===== config.mk =====
export PLATFORM = sky130hd
export DESIGN_NAME = touch_key_pattern_debouncer_core
export DESIGN_NICKNAME = d
export VERILOG_FILES = /design/src/rtl/core/tkpd_pkg.sv /design/src/rtl/core/touch_key_pattern_debouncer_core.sv
export SDC_FILE = /design/constraint.sdc
export NUM_CORES = 1
export LEC_CHECK = 0
export ABC_CLOCK_PERIOD_IN_PS = 4050
export BUFFER_PORTS_ARGS = -buffer_cell sky130_fd_sc_hd__buf_2
export CAP_MARGIN = 20
export CORE_MARGIN = 4
export CORE_UTILIZATION = 55
export CTS_CLUSTER_DIAMETER = 150
export CTS_CLUSTER_SIZE = 10
export DETAILED_ROUTE_END_ITERATION = 6
export GPL_TIMING_DRIVEN = 0
export PLACE_DENSITY_LB_ADDON = 0.25
export SLEW_MARGIN = 25
export SYNTH_ARGS = -nofsm -noshare
export SYNTH_HDL_FRONTEND = slang
export SYNTH_SLANG_ARGS = --single-unit

===== constraint.sdc =====
create_clock -name i_clk -period 4.05 [get_ports i_clk]
set_input_delay 0.2025 -clock i_clk [delete_from_list [all_inputs] [get_ports i_clk]]
set_output_delay 0.2025 -clock i_clk [all_outputs]
set_load 0.01 [all_outputs]

===== src/rtl/core/tkpd_pkg.sv =====
// Shared types and constants for the touch key pattern debouncer.
package tkpd_pkg;

    localparam int DEFAULT_COUNT_WIDTH = 16;
    localparam int DELAY_WIDTH         = 16;
    localparam int CFG_INDEX_WIDTH     = 2;
    localparam int NUM_PATTERNS        = 6;

    localparam logic [DELAY_WIDTH-1:0] DELAY_RESET = 16'd500;

    // Configuration register indexes.
    localparam logic [CFG_INDEX_WIDTH-1:0] CFG_PRESS_DELAY   = 2'd0;
    localparam logic [CFG_INDEX_WIDTH-1:0] CFG_UNKNOWN_DELAY = 2'd1;

    // Pin patterns as {cold, warm, hot, hotlock}; a 0 means touched.
    localparam logic [3:0] PAT_HOTLOCK = 4'hE;
    localparam logic [3:0] PAT_HOT     = 4'hD;
    localparam logic [3:0] PAT_SODA    = 4'hB;
    localparam logic [3:0] PAT_COOL    = 4'h7;
    localparam logic [3:0] PAT_COMBO   = 4'h5;
    localparam logic [3:0] PAT_ALL     = 4'h1;
    localparam logic [3:0] PAT_NONE    = 4'hF;

    // Slots of the per-pattern countdown counters.
    localparam int SLOT_HOTLOCK = 0;
    localparam int SLOT_HOT     = 1;
    localparam int SLOT_SODA    = 2;
    localparam int SLOT_COOL    = 3;
    localparam int SLOT_COMBO   = 4;
    localparam int SLOT_ALL     = 5;

    // Combo press codes.
    localparam logic [1:0] COMBO_NONE     = 2'd0;
    localparam logic [1:0] COMBO_PRESSED  = 2'd1;
    localparam logic [1:0] COMBO_PROMOTED = 2'd2;

    typedef struct packed {
        logic hotlock_pin;
        logic hot_pin;
        logic warm_pin;
        logic cold_pin;
    } t_keys_in;

    typedef struct packed {
        logic       hotlock_press;
        logic       hot_press;
        logic       soda_press;
        logic       cool_press;
        logic [1:0] combo_press;
        logic       all_press;
        logic       any_pushed;
    } t_keys_out;

endpackage


===== src/rtl/core/touch_key_pattern_debouncer_core.sv =====
// Touch key pattern debouncer: pattern match, countdown counters and press flags.
// A result beat is registered and valid in the cycle after its input beat is accepted.
// Throughput: one input beat per cycle; the press flag register doubles as the
// output register, so a new beat is taken whenever the result is empty or taken.
// Reset (synchronous, active low): all counters and flags clear, both delay
// registers load 500, and no result is pending.
module touch_key_pattern_debouncer_core #(
    parameter int COUNT_WIDTH = tkpd_pkg::DEFAULT_COUNT_WIDTH
) (
    input  logic                                 i_clk,
    input  logic                                 i_rst_n,
    input  logic                                 i_in_valid,
    output logic                                 o_in_ready,
    input  tkpd_pkg::t_keys_in                   i_in_data,
    output logic                                 o_out_valid,
    input  logic                                 i_out_ready,
    output tkpd_pkg::t_keys_out                  o_out_data,
    input  logic                                 i_cfg_valid,
    output logic                                 o_cfg_ready,
    input  logic [tkpd_pkg::CFG_INDEX_WIDTH-1:0] i_cfg_index,
    input  logic [tkpd_pkg::DELAY_WIDTH-1:0]     i_cfg_data
);

    localparam int NP = tkpd_pkg::NUM_PATTERNS;

    logic [tkpd_pkg::DELAY_WIDTH-1:0] r_press_delay;
    logic [tkpd_pkg::DELAY_WIDTH-1:0] r_unknown_delay;

    logic [COUNT_WIDTH-1:0] r_cnt [NP];
    logic [COUNT_WIDTH-1:0] n_cnt [NP];
    logic [COUNT_WIDTH-1:0] r_unknown_cnt;
    logic [COUNT_WIDTH-1:0] n_unknown_cnt;

    tkpd_pkg::t_keys_out r_flags;
    tkpd_pkg::t_keys_out n_flags;
    logic                r_out_valid;

    logic [COUNT_WIDTH-1:0] w_press_reload;
    logic [COUNT_WIDTH-1:0] w_unknown_reload;
    logic [3:0]             w_pat;
    logic [NP-1:0]          w_sel;
    logic [NP-1:0]          w_zero;
    logic                   w_is_none;
    logic                   w_is_unknown;
    logic                   w_hit_zero;
    logic                   w_unknown_fire;
    logic                   w_accept;

    // Delays are truncated or zero-extended to the counter width on reload.
    generate
        if (COUNT_WIDTH <= tkpd_pkg::DELAY_WIDTH) begin : g_trunc
            assign w_press_reload   = r_press_delay[COUNT_WIDTH-1:0];
            assign w_unknown_reload = r_unknown_delay[COUNT_WIDTH-1:0];
        end else begin : g_extend
            assign w_press_reload   =
                {{(COUNT_WIDTH-tkpd_pkg::DELAY_WIDTH){1'b0}}, r_press_delay};
            assign w_unknown_reload =
                {{(COUNT_WIDTH-tkpd_pkg::DELAY_WIDTH){1'b0}}, r_unknown_delay};
        end
    endgenerate

    assign o_cfg_ready = 1'b1;
    assign o_in_ready  = !r_out_valid || i_out_ready;
    assign o_out_valid = r_out_valid;
    assign o_out_data  = r_flags;
    assign w_accept    = i_in_valid && o_in_ready;

    assign w_pat = {i_in_data.cold_pin, i_in_data.warm_pin,
                    i_in_data.hot_pin, i_in_data.hotlock_pin};

    always_comb begin
        w_sel        = '0;
        w_is_none    = 1'b0;
        w_is_unknown = 1'b0;
        unique case (w_pat)
            tkpd_pkg::PAT_HOTLOCK: w_sel[tkpd_pkg::SLOT_HOTLOCK] = 1'b1;
            tkpd_pkg::PAT_HOT:     w_sel[tkpd_pkg::SLOT_HOT]     = 1'b1;
            tkpd_pkg::PAT_SODA:    w_sel[tkpd_pkg::SLOT_SODA]    = 1'b1;
            tkpd_pkg::PAT_COOL:    w_sel[tkpd_pkg::SLOT_COOL]    = 1'b1;
            tkpd_pkg::PAT_COMBO:   w_sel[tkpd_pkg::SLOT_COMBO]   = 1'b1;
            tkpd_pkg::PAT_ALL:     w_sel[tkpd_pkg::SLOT_ALL]     = 1'b1;
            tkpd_pkg::PAT_NONE:    w_is_none                     = 1'b1;
            default:               w_is_unknown                  = 1'b1;
        endcase
    end

    always_comb begin
        for (int k = 0; k < NP; k++) begin
            w_zero[k] = (r_cnt[k] == '0);
        end
    end

    assign w_hit_zero     = |(w_sel & w_zero);
    assign w_unknown_fire = w_is_unknown && (r_unknown_cnt == '0);

    // Counter next state.
    always_comb begin
        for (int k = 0; k < NP; k++) begin
            if (w_is_none || w_unknown_fire) begin
                n_cnt[k] = w_press_reload;
            end else if (w_sel[k] && !w_zero[k]) begin
                n_cnt[k] = r_cnt[k] - {{(COUNT_WIDTH-1){1'b0}}, 1'b1};
            end else begin
                n_cnt[k] = r_cnt[k];
            end
        end
        if (w_is_none) begin
            n_unknown_cnt = w_unknown_reload;
        end else if (w_is_unknown && !w_unknown_fire) begin
            n_unknown_cnt = r_unknown_cnt - {{(COUNT_WIDTH-1){1'b0}}, 1'b1};
        end else begin
            n_unknown_cnt = r_unknown_cnt;
        end
    end

    // Flag next state.
    always_comb begin
        n_flags = r_flags;
        if (w_is_none) begin
            n_flags = '0;
        end else if (w_unknown_fire) begin
            n_flags.any_pushed = 1'b1;
        end else if (w_hit_zero) begin
            if (!r_flags.any_pushed) begin
                n_flags.any_pushed = 1'b1;
                if (w_sel[tkpd_pkg::SLOT_HOTLOCK]) n_flags.hotlock_press = 1'b1;
                if (w_sel[tkpd_pkg::SLOT_HOT])     n_flags.hot_press     = 1'b1;
                if (w_sel[tkpd_pkg::SLOT_SODA])    n_flags.soda_press    = 1'b1;
                if (w_sel[tkpd_pkg::SLOT_COOL])    n_flags.cool_press    = 1'b1;
                if (w_sel[tkpd_pkg::SLOT_COMBO]) begin
                    n_flags.combo_press = r_flags.combo_press | tkpd_pkg::COMBO_PRESSED;
                end
                if (w_sel[tkpd_pkg::SLOT_ALL])     n_flags.all_press     = 1'b1;
            end else if (w_sel[tkpd_pkg::SLOT_ALL]
                         && r_flags.combo_press == tkpd_pkg::COMBO_PRESSED) begin
                // Adding warm to a combo that already latched promotes it.
                n_flags.combo_press = tkpd_pkg::COMBO_PROMOTED;
            end
        end
        if (i_in_data.hot_pin)  n_flags.hot_press  = 1'b0;
        if (i_in_data.warm_pin) n_flags.soda_press = 1'b0;
        if (i_in_data.cold_pin) n_flags.cool_press = 1'b0;
    end

    always_ff @(posedge i_clk) begin
        if (!i_rst_n) begin
            r_press_delay   <= tkpd_pkg::DELAY_RESET;
            r_unknown_delay <= tkpd_pkg::DELAY_RESET;
        end else if (i_cfg_valid) begin
            unique case (i_cfg_index)
                tkpd_pkg::CFG_PRESS_DELAY:   r_press_delay   <= i_cfg_data;
                tkpd_pkg::CFG_UNKNOWN_DELAY: r_unknown_delay <= i_cfg_data;
                default: ;
            endcase
        end
    end

    always_ff @(posedge i_clk) begin
        if (!i_rst_n) begin
            for (int k = 0; k < NP; k++) begin
                r_cnt[k] <= '0;
            end
            r_unknown_cnt <= '0;
            r_flags       <= '0;
            r_out_valid   <= 1'b0;
        end else begin
            if (w_accept) begin
                for (int k = 0; k < NP; k++) begin
                    r_cnt[k] <= n_cnt[k];
                end
                r_unknown_cnt <= n_unknown_cnt;
                r_flags       <= n_flags;
                r_out_valid   <= 1'b1;
            end else if (i_out_ready) begin
                r_out_valid <= 1'b0;
            end
        end
    end

endmodule

==> flow_summary.ini, run 1 <==
[run_status]
outcome = finished clean

[hold_path]
min_to = r_unknown_delay[8]
worstHoldStart = i_cfg_data[8]
hold_path.class = primary input to flop
holdPathStages = 3

[power]
total_leakage_power_nw = 3.21
peakVddDrop_mv = 0.369
powerDensity_mw_per_mm2 = 570

[sta]
period_minus_slack_ns = 3.47
tightest_slew_ns = 0.977
slew_headroom_pct = 34.5
setup_slack_ns = 0.575
max_freq_ghz = 0.288
rsz0062_at_grt = no
fin_crit_sh_pct = 85.8
hold_viol = 0
fin_hold_ws_ns = 0.0147
drv_slew = 0
tns_ns = 0
skew_ns = 0.00693
finalSetupViolCount = 0

[setup_path]
critical_path_required_ns = 4.19
path_class = flop to flop
crit_fanout = 10
ff2ff_setup_slack_ns = 0.58
crit_arrival_ns = 3.62
critPathSlowestCell = o21ai_1
r2r_cells = 7
cp_common_cell = a21oi_1
path_cells = nor4_1 > nor4b_1 > and2_1 > a21oi_1 > clkbuf_1 > o21ai_1 > a21oi_1
endpoint_kind = flop
crit_path_start_kind = flop
startpoint = r_unknown_cnt[7]
critPathTopFamily = simple AND/OR/NAND/NOR gates
regToRegStartpoint = r_unknown_cnt[7]
cpPeakStageDelay_ns = 0.77
worst-path-buf-inv = 1
r2r_end = r_cnt[4][7]

[routing]
viasPerCell = 6.33
dr.pass1.iters = 5
vias = 6871
drc = 0
finalWirelength_mm = 21.6
dr.first_iter.drc_count = 621
ant_nets = 0
avgRoutedWirePerCell_um = 19.9

[synthesis]
synth-compound-area-share_pct = 17.8
synthAdderAreaFrac_pct = 2.04
yosys.area_share.simple_pct = 18.8
syn_area_mm2 = 0.00797
ys_types = 66
synth_top_family_by_area = simple AND/OR/NAND/NOR gates
synthFlopType = edfxtp_1
synthArstFlopShare_pct = 0
ys_warn_count = 0
syn_nets = 871
synth_seq_area_share_pct = 50.5
synth_cells = 831
syn_area_per_cell_um2 = 9.59
synth_mux_area_share_pct = 0
synthXorXnorAreaFrac_pct = 7.91
ys_seq_elements = 153
synth_edf_count = 96

[grt]
grt_pass1_wl_mm = 34.5
grt_pass1_vias = 6800
grtUsageTotal_pct = 26.9
grt_overflow = 0
grt_max_degree = 17
antenna_found_initial = 1

[clock_tree]
numCtsBuffers = 17
clkTransAtPathRegs_ns = 0.06
clock_latency_ns = 0.44
cts_setup_buffers = 0
clock_sinks = 153
h-tree-depth = 4
cts_tree = yes
clk_path_buf_depth = 2
cts_root_buf = clkbuf_16

[finish]
final_cell_mix = a21oi_1 (125), nand2_1 (112), edfxtp_1 (96)
final_nets = 932
areaGrowthSynthToFinish_pct = 13.4
antenna_cells = 0
drive_gt1_share_pct = 11.2
stdcell_area_mm2 = 0.00904
post-route-util_pct = 64.4
mostFrequentLayoutCell = a21oi_1

[place]
dp_slack_ns = 0.614
dpl.hpwl_mm = 15.4
placed_area_mm2 = 0.00844
gp_congestion = 0.916
io_buffers = 33

[floorplan]
die_h_um = 128
floorplan.rows = 43
num_io_pins = 38
core_mm2 = 0.0140
die_x_um = 128
start_util_pct = 56.8
die_area_mm2 = 0.0165

[flow_run]
maxCapViolCount = 0
through the flow:
stage	std cells	power (mW)
floorplan	831	3.19
global placement	1044	3.52
detailed placement	1049	3.62
CTS	1085	5.13
global route	1085	5.40
finish	1085	5.15
synth_stat cells, types with 5 or more instances:
| master | instances | area share [%] |
|---|---|---|
| a21oi_1 | 125 | 7.8 |
| nand2_1 | 112 | 5.3 |
| edfxtp_1 | 96 | 36 |
| dfxtp_1 | 57 | 14 |
| nor2_1 | 46 | 2.2 |
| clkbuf_1 | 38 | 1.8 |
| xor2_1 | 37 | 4.1 |
| xnor2_1 | 35 | 3.8 |
| nand3_1 | 27 | 1.7 |
| o21ai_0 | 23 | 1.4 |
| nor4_1 | 22 | 1.7 |
| inv_1 | 21 | 0.99 |
| nor3_1 | 20 | 1.3 |
| a31oi_1 | 19 | 1.5 |
| ha_1 | 13 | 2.0 |
| or3_1 | 13 | 1.0 |
| o21ai_2 | 10 | 1.1 |
| nand3b_1 | 7 | 0.66 |
| nor3b_1 | 7 | 0.66 |
| or4_1 | 7 | 0.66 |
| nand4_1 | 5 | 0.39 |
worst reg2reg max path: stages (launching register included):
cell,delay [ns]
dfxtp_1,0.37
nor4_1,0.63
nor4b_1,0.48
and2_1,0.29
a21oi_1,0.22
clkbuf_1,0.32
o21ai_1,0.77
a21oi_1,0.10
flip-flops by register name, indices dropped and copies added (netlist names):
register	flops
o_out_data	8
o_out_valid	1
r_cnt	96
r_press_delay	16
r_unknown_cnt	16
r_unknown_delay	16
metal layers:
metal	vias up	GRT usage (%)	part of all wire, %
met1	3317	32.8	40
met4	2	11.9	2.7
met2	319	46.2	50
met5	-	0	0.060
met3	46	5.48	7.2
li1	3187	-	-
logic make-up after synthesis:
logic type / Yosys count
XOR/XNOR: 72
AND/OR/NAND/NOR: 297
other: 1
adder cells (fa/ha/maj): 13
AO/OA/AOI/OAI: 233
flip-flops: 153
buffers and inverters: 62
report_power, final:
group | internal, mW | switching [mW] | leakage [nW]
clock network | 0.831 | 0.684 | 0.275
logic | 0.503 | 0.916 | 1.47
registers | 1.98 | 0.240 | 1.47
cell type report:
type / instances / area [µm²]
multi-input cells: 616 / 3730
repair buffers: 42 / 262
flip-flops and latches: 153 / 4020
well taps: 180 / 225
clock inverters: 14 / 110
clock buffers: 18 / 450
fillers: 1126 / 5000
inverters: 21 / 78.8
plain buffers: 41 / 159
worst max-delay path by stage:
stage / depth (start not counted) / slack [ns] / endpoint
2_1_floorplan: 7 / 0.51 / r_cnt[1][0]
3_3_place_gp: 7 / -0.59 / r_cnt[1][9]
3_5_place_dp: 7 / 0.61 / r_cnt[1][6]
4_1_cts: 7 / 0.63 / r_cnt[1][6]
5_1_grt: 7 / 0.32 / r_cnt[1][6]
6_report: 7 / 0.58 / r_cnt[4][7]
what timing repair did:
action                                 CTS  global route
endpoints found under the hold margin    4             0
resized for setup                        0             0
hold buffers                             4             0
(Power assumes the default switching activity.)
==> run 2: changes to the inputs <==
- HOLD_SLACK_MARGIN: unset -> 0.15
==> flow_summary.ini, run 2 (synthesis gave the netlist of run 1 again) <==
[sta]
max_freq_ghz = 0.289
fin_crit_sh_pct = 85.4
hold_viol = 0
drv_slew = 0
slew_headroom_pct = 35.2
finalSetupViolCount = 0
tightest_slew_ns = 0.966
rsz0062_at_grt = no
period_minus_slack_ns = 3.46
skew_ns = 0.00465

[finish]
stdcell_area_mm2 = 0.00919
antenna_cells = 0
final_nets = 947
areaGrowthSynthToFinish_pct = 15.3
drive_gt1_share_pct = 11.0
largest_reg_flops = 96
largest-register = r_cnt
mostFrequentLayoutCell = a21oi_1
post-route-util_pct = 65.4
final_cell_mix = a21oi_1 (125), nand2_1 (112), edfxtp_1 (96)
num-fill-cells = 1097

[floorplan]
floorplan.rows = 43
die_x_um = 128
start_util_pct = 56.8
core_mm2 = 0.0140
die_area_mm2 = 0.0165
num_io_pins = 38
die_h_um = 128

[clock_tree]
cts_root_buf = clkbuf_16
post_cts_resized = 0
h-tree-depth = 4
cts_setup_buffers = 0
ctsHoldBuffers = 19
numCtsBuffers = 17
clk_path_buf_depth = 2
clkTransAtPathRegs_ns = 0.06
clock_latency_ns = 0.43
cts_tree = yes
clock_sinks = 153

[setup_path]
crit_path_start_kind = flop
path_class = flop to flop
startpoint = r_unknown_cnt[7]
regToRegStartpoint = r_unknown_cnt[7]
crit_arrival_ns = 3.60
critical_path_required_ns = 4.19
endpoint_kind = flop
crit_fanout = 10

[routing]
dr.first_iter.drc_count = 553
finalWirelength_mm = 21.8
vias = 6928
ant_nets = 0
avgRoutedWirePerCell_um = 19.8
dr.pass1.iters = 5
drc = 0
viasPerCell = 6.30

[place]
placed_area_mm2 = 0.00844
io_buffers = 33
dpl.hpwl_mm = 15.4
gp_congestion = 0.916

[power]
powerDensity_mw_per_mm2 = 561
total_leakage_power_nw = 3.27
peakVddDrop_mv = 0.371

[grt]
grt_pass1_wl_mm = 34.7
grtUsageTotal_pct = 27.1
grt_max_degree = 17
grt_overflow = 0
grt_pass1_vias = 6849
antenna_found_initial = 1

[hold_path]
worstHoldStart = i_cfg_index[1]
hold_path.class = primary input to flop

[run_status]
outcome = finished clean

[flow_run]
maxCapViolCount = 0
[run 2: layout make-up]
class / instances / area, µm² / area share [%]
sequential: 153 / 4020 / 43.8
multi-input combinational: 616 / 3730 / 40.6
clock buffer: 18 / 450 / 4.90
timing repair buffer: 57 / 412 / 4.48
tap: 180 / 225 / 2.45
buffer: 41 / 159 / 1.73
clock inverter: 14 / 110 / 1.20
inverter: 21 / 78.8 / 0.858
[run 2: metal layers]
layer  up-vias  wire length (µm)  GRT usage, %
li1       3215                 -             -
met1      3314              8650          32.8
met2       332             10700          46.1
met3        65              1600          5.73
met4         2               816          13.2
met5         -                13             0
[run 2: report_power, final]
part / internal [mW] / switching, mW / leakage [nW]
logic: 0.512 / 0.916 / 1.53
clock network: 0.831 / 0.681 / 0.275
registers: 1.98 / 0.240 / 1.47
[run 2: through the flow]
step / std cells / setup slack [ns] / power, mW / setup TNS, ns / hold slack (ns)
floorplan: 831 / 0.514 / 3.19 / 0 / 0.326
global placement: 1044 / -0.589 / 3.52 / -12.96 / 0.440
detailed placement: 1049 / 0.614 / 3.62 / 0 / 0.443
CTS: 1100 / 0.628 / 5.14 / 0 / 0.160
global route: 1100 / 0.319 / 5.41 / 0 / 0.212
finish: 1100 / 0.592 / 5.16 / 0 / 0.169
[run 2: worst max-delay path: stages (launching register included)]
cell and delay [ns]:
dfxtp_1 0.37, nor4_1 0.62, nor4b_1 0.48, and2_1 0.29
a21oi_1 0.22, clkbuf_1 0.32, o21ai_1 0.77, a21oi_1 0.09
[run 2: path summary, 6_finish.rpt]
check                                          to  slack [ns]  cells past startpoint
worst max-delay path                  r_cnt[1][6]        0.59                      7
worst min-delay path            r_press_delay[10]        0.17                      4
worst max register to register        r_cnt[1][6]        0.59                      7
worst min register to register  r_press_delay[13]        0.46                      2
==> run 3: changes to the inputs <==
- PLACE_DENSITY: unset -> 0.73
- PLACE_DENSITY_LB_ADDON: 0.25 -> unset
==> flow_summary.ini, run 3 (synthesis gave the netlist of run 1 again) <==
[hold_path]
min_to = r_unknown_cnt[7]
hold_path.class = primary input to flop
worstHoldStart = i_rst_n
holdPathStages = 3

[floorplan]
die_area_mm2 = 0.0165
start_util_pct = 56.8
core_mm2 = 0.0140
die_x_um = 128
die_h_um = 128
floorplan.rows = 43
num_io_pins = 38

[clock_tree]
cts_root_buf = clkbuf_16
clock_latency_ns = 0.43
clock_sinks = 153
cts_setup_buffers = 0
h-tree-depth = 4
cts_tree = yes
clk_path_buf_depth = 2
clkTransAtPathRegs_ns = 0.06
numCtsBuffers = 17

[routing]
vias = 6911
dr.pass1.iters = 6
drc = 0
finalWirelength_mm = 21.7
viasPerCell = 6.29
dr.first_iter.drc_count = 787
avgRoutedWirePerCell_um = 19.7
ant_nets = 0

[setup_path]
endpoint_kind = flop
ff2ff_setup_slack_ns = 0.37
critPathSlowestCell = or4_4
path_cells = or4_4 > nor4b_1 > and2_1 > a21oi_1 > clkbuf_1 > o31a_1 > o21ai_2 > buf_6
crit_path_start_kind = flop
critical_path_required_ns = 4.19
path_class = flop to flop
crit_arrival_ns = 3.82
regToRegStartpoint = r_unknown_cnt[2]
r2r_cells = 8
crit_fanout = 10
r2r_end = r_cnt[1][7]
cpPeakStageDelay_ns = 0.59

[place]
dpl.hpwl_mm = 15.0
dp_slack_ns = 0.406
gp_congestion = 0.924
io_buffers = 33
dp_cells = 1049
placed_area_mm2 = 0.00844

[flow_run]
maxCapViolCount = 0

[finish]
areaGrowthSynthToFinish_pct = 15.1
antenna_cells = 0
largest_reg_flops = 96
mostFrequentLayoutCell = a21oi_1
final_nets = 946
drive_gt1_share_pct = 10.3
num-fill-cells = 1107
largest-register = r_cnt
final_cell_mix = a21oi_1 (125), nand2_1 (112), edfxtp_1 (96)
stdcell_area_mm2 = 0.00918
finalNonFillerCells = 1099

[sta]
finalSetupViolCount = 0
max_freq_ghz = 0.272
drv_slew = 0
slew_headroom_pct = 32.0
skew_ns = 0.00786
setup_slack_ns = 0.368
rsz0062_at_grt = no
period_minus_slack_ns = 3.68
fin_crit_sh_pct = 90.9
tightest_slew_ns = 1.01
hold_viol = 0

[power]
peakVddDrop_mv = 0.316
power_mw = 5.16
total_leakage_power_nw = 3.27
powerDensity_mw_per_mm2 = 562

[grt]
grtUsageTotal_pct = 27.2
grt_pass1_vias = 6724
grt_pass1_wl_mm = 34.9
antenna_found_initial = 0
grt_overflow = 0
grt_max_degree = 17

[run_status]
outcome = finished clean
==> run 3: metrics by stage <==
step | setup TNS (ns) | util (%) | hold WS [ns]
floorplan | 0 | - | 0.326
global placement | -17.47 | 59.6 | 0.440
detailed placement | 0 | 60.1 | 0.451
CTS | 0 | 65.3 | 0.157
global route | 0 | 65.3 | 0.186
finish | 0 | 65.3 | 0.171
==> run 3: power breakdown <==
| part | total [mW] | internal, mW | switching, mW |
|---|---|---|---|
| clock | 1.51 | 0.896 | 0.615 |
| sequential | 2.22 | 1.98 | 0.237 |
| combinational | 1.44 | 0.513 | 0.923 |
| total | 5.16 | 3.39 | 1.77 |
==> run 3: routing by layer <==
metal	vias up	part of all wire, %	wire (µm)	track usage, %
li1	3224	-	-	-
met2	327	47	10200	43.9
met1	3305	41	8980	35.6
met5	-	0	0	0
met3	55	8.0	1730	5.89
met4	0	3.6	777	11.7
==> run 3: area by class of cell <==
cell class	count	area (µm²)	area share, %
sequential	153	4020	43.9
multi-input combinational	616	3740	40.7
clock buffer	25	487	5.30
timing repair buffer	56	402	4.38
tap	180	225	2.45
buffer	41	159	1.73
inverter	21	78.8	0.859
clock inverter	7	65.1	0.709
==> run 3: how the worst max path moves through the flow <==
stage                     slack (ns)        startpoint           end
final                           0.37  r_unknown_cnt[2]   r_cnt[1][7]
after floorplan                 0.51  r_unknown_cnt[2]   r_cnt[1][0]
after global placement         -0.74  r_unknown_cnt[7]   r_cnt[1][7]
after detailed placement        0.41  r_unknown_cnt[7]   r_cnt[1][8]
after global routing            0.15  r_unknown_cnt[7]   r_cnt[1][7]
after CTS                       0.35  r_unknown_cnt[7]  r_cnt[1][11]
==> run 3: worst max-delay path: cells and delay by family, from the launching register on <==
family	cells	cell delay [ns]
compound gates	3	0.92
buf+inv	2	0.64
flops	1	0.35
simple gates	3	1.47
==> run 3: repair_timing <==
item | in CTS | in global routing
endpoints found under the setup margin | 0 | 8
hold buffers | 18 | 0
resized for setup | 0 | 1
endpoints found under the hold margin | 33 | 0
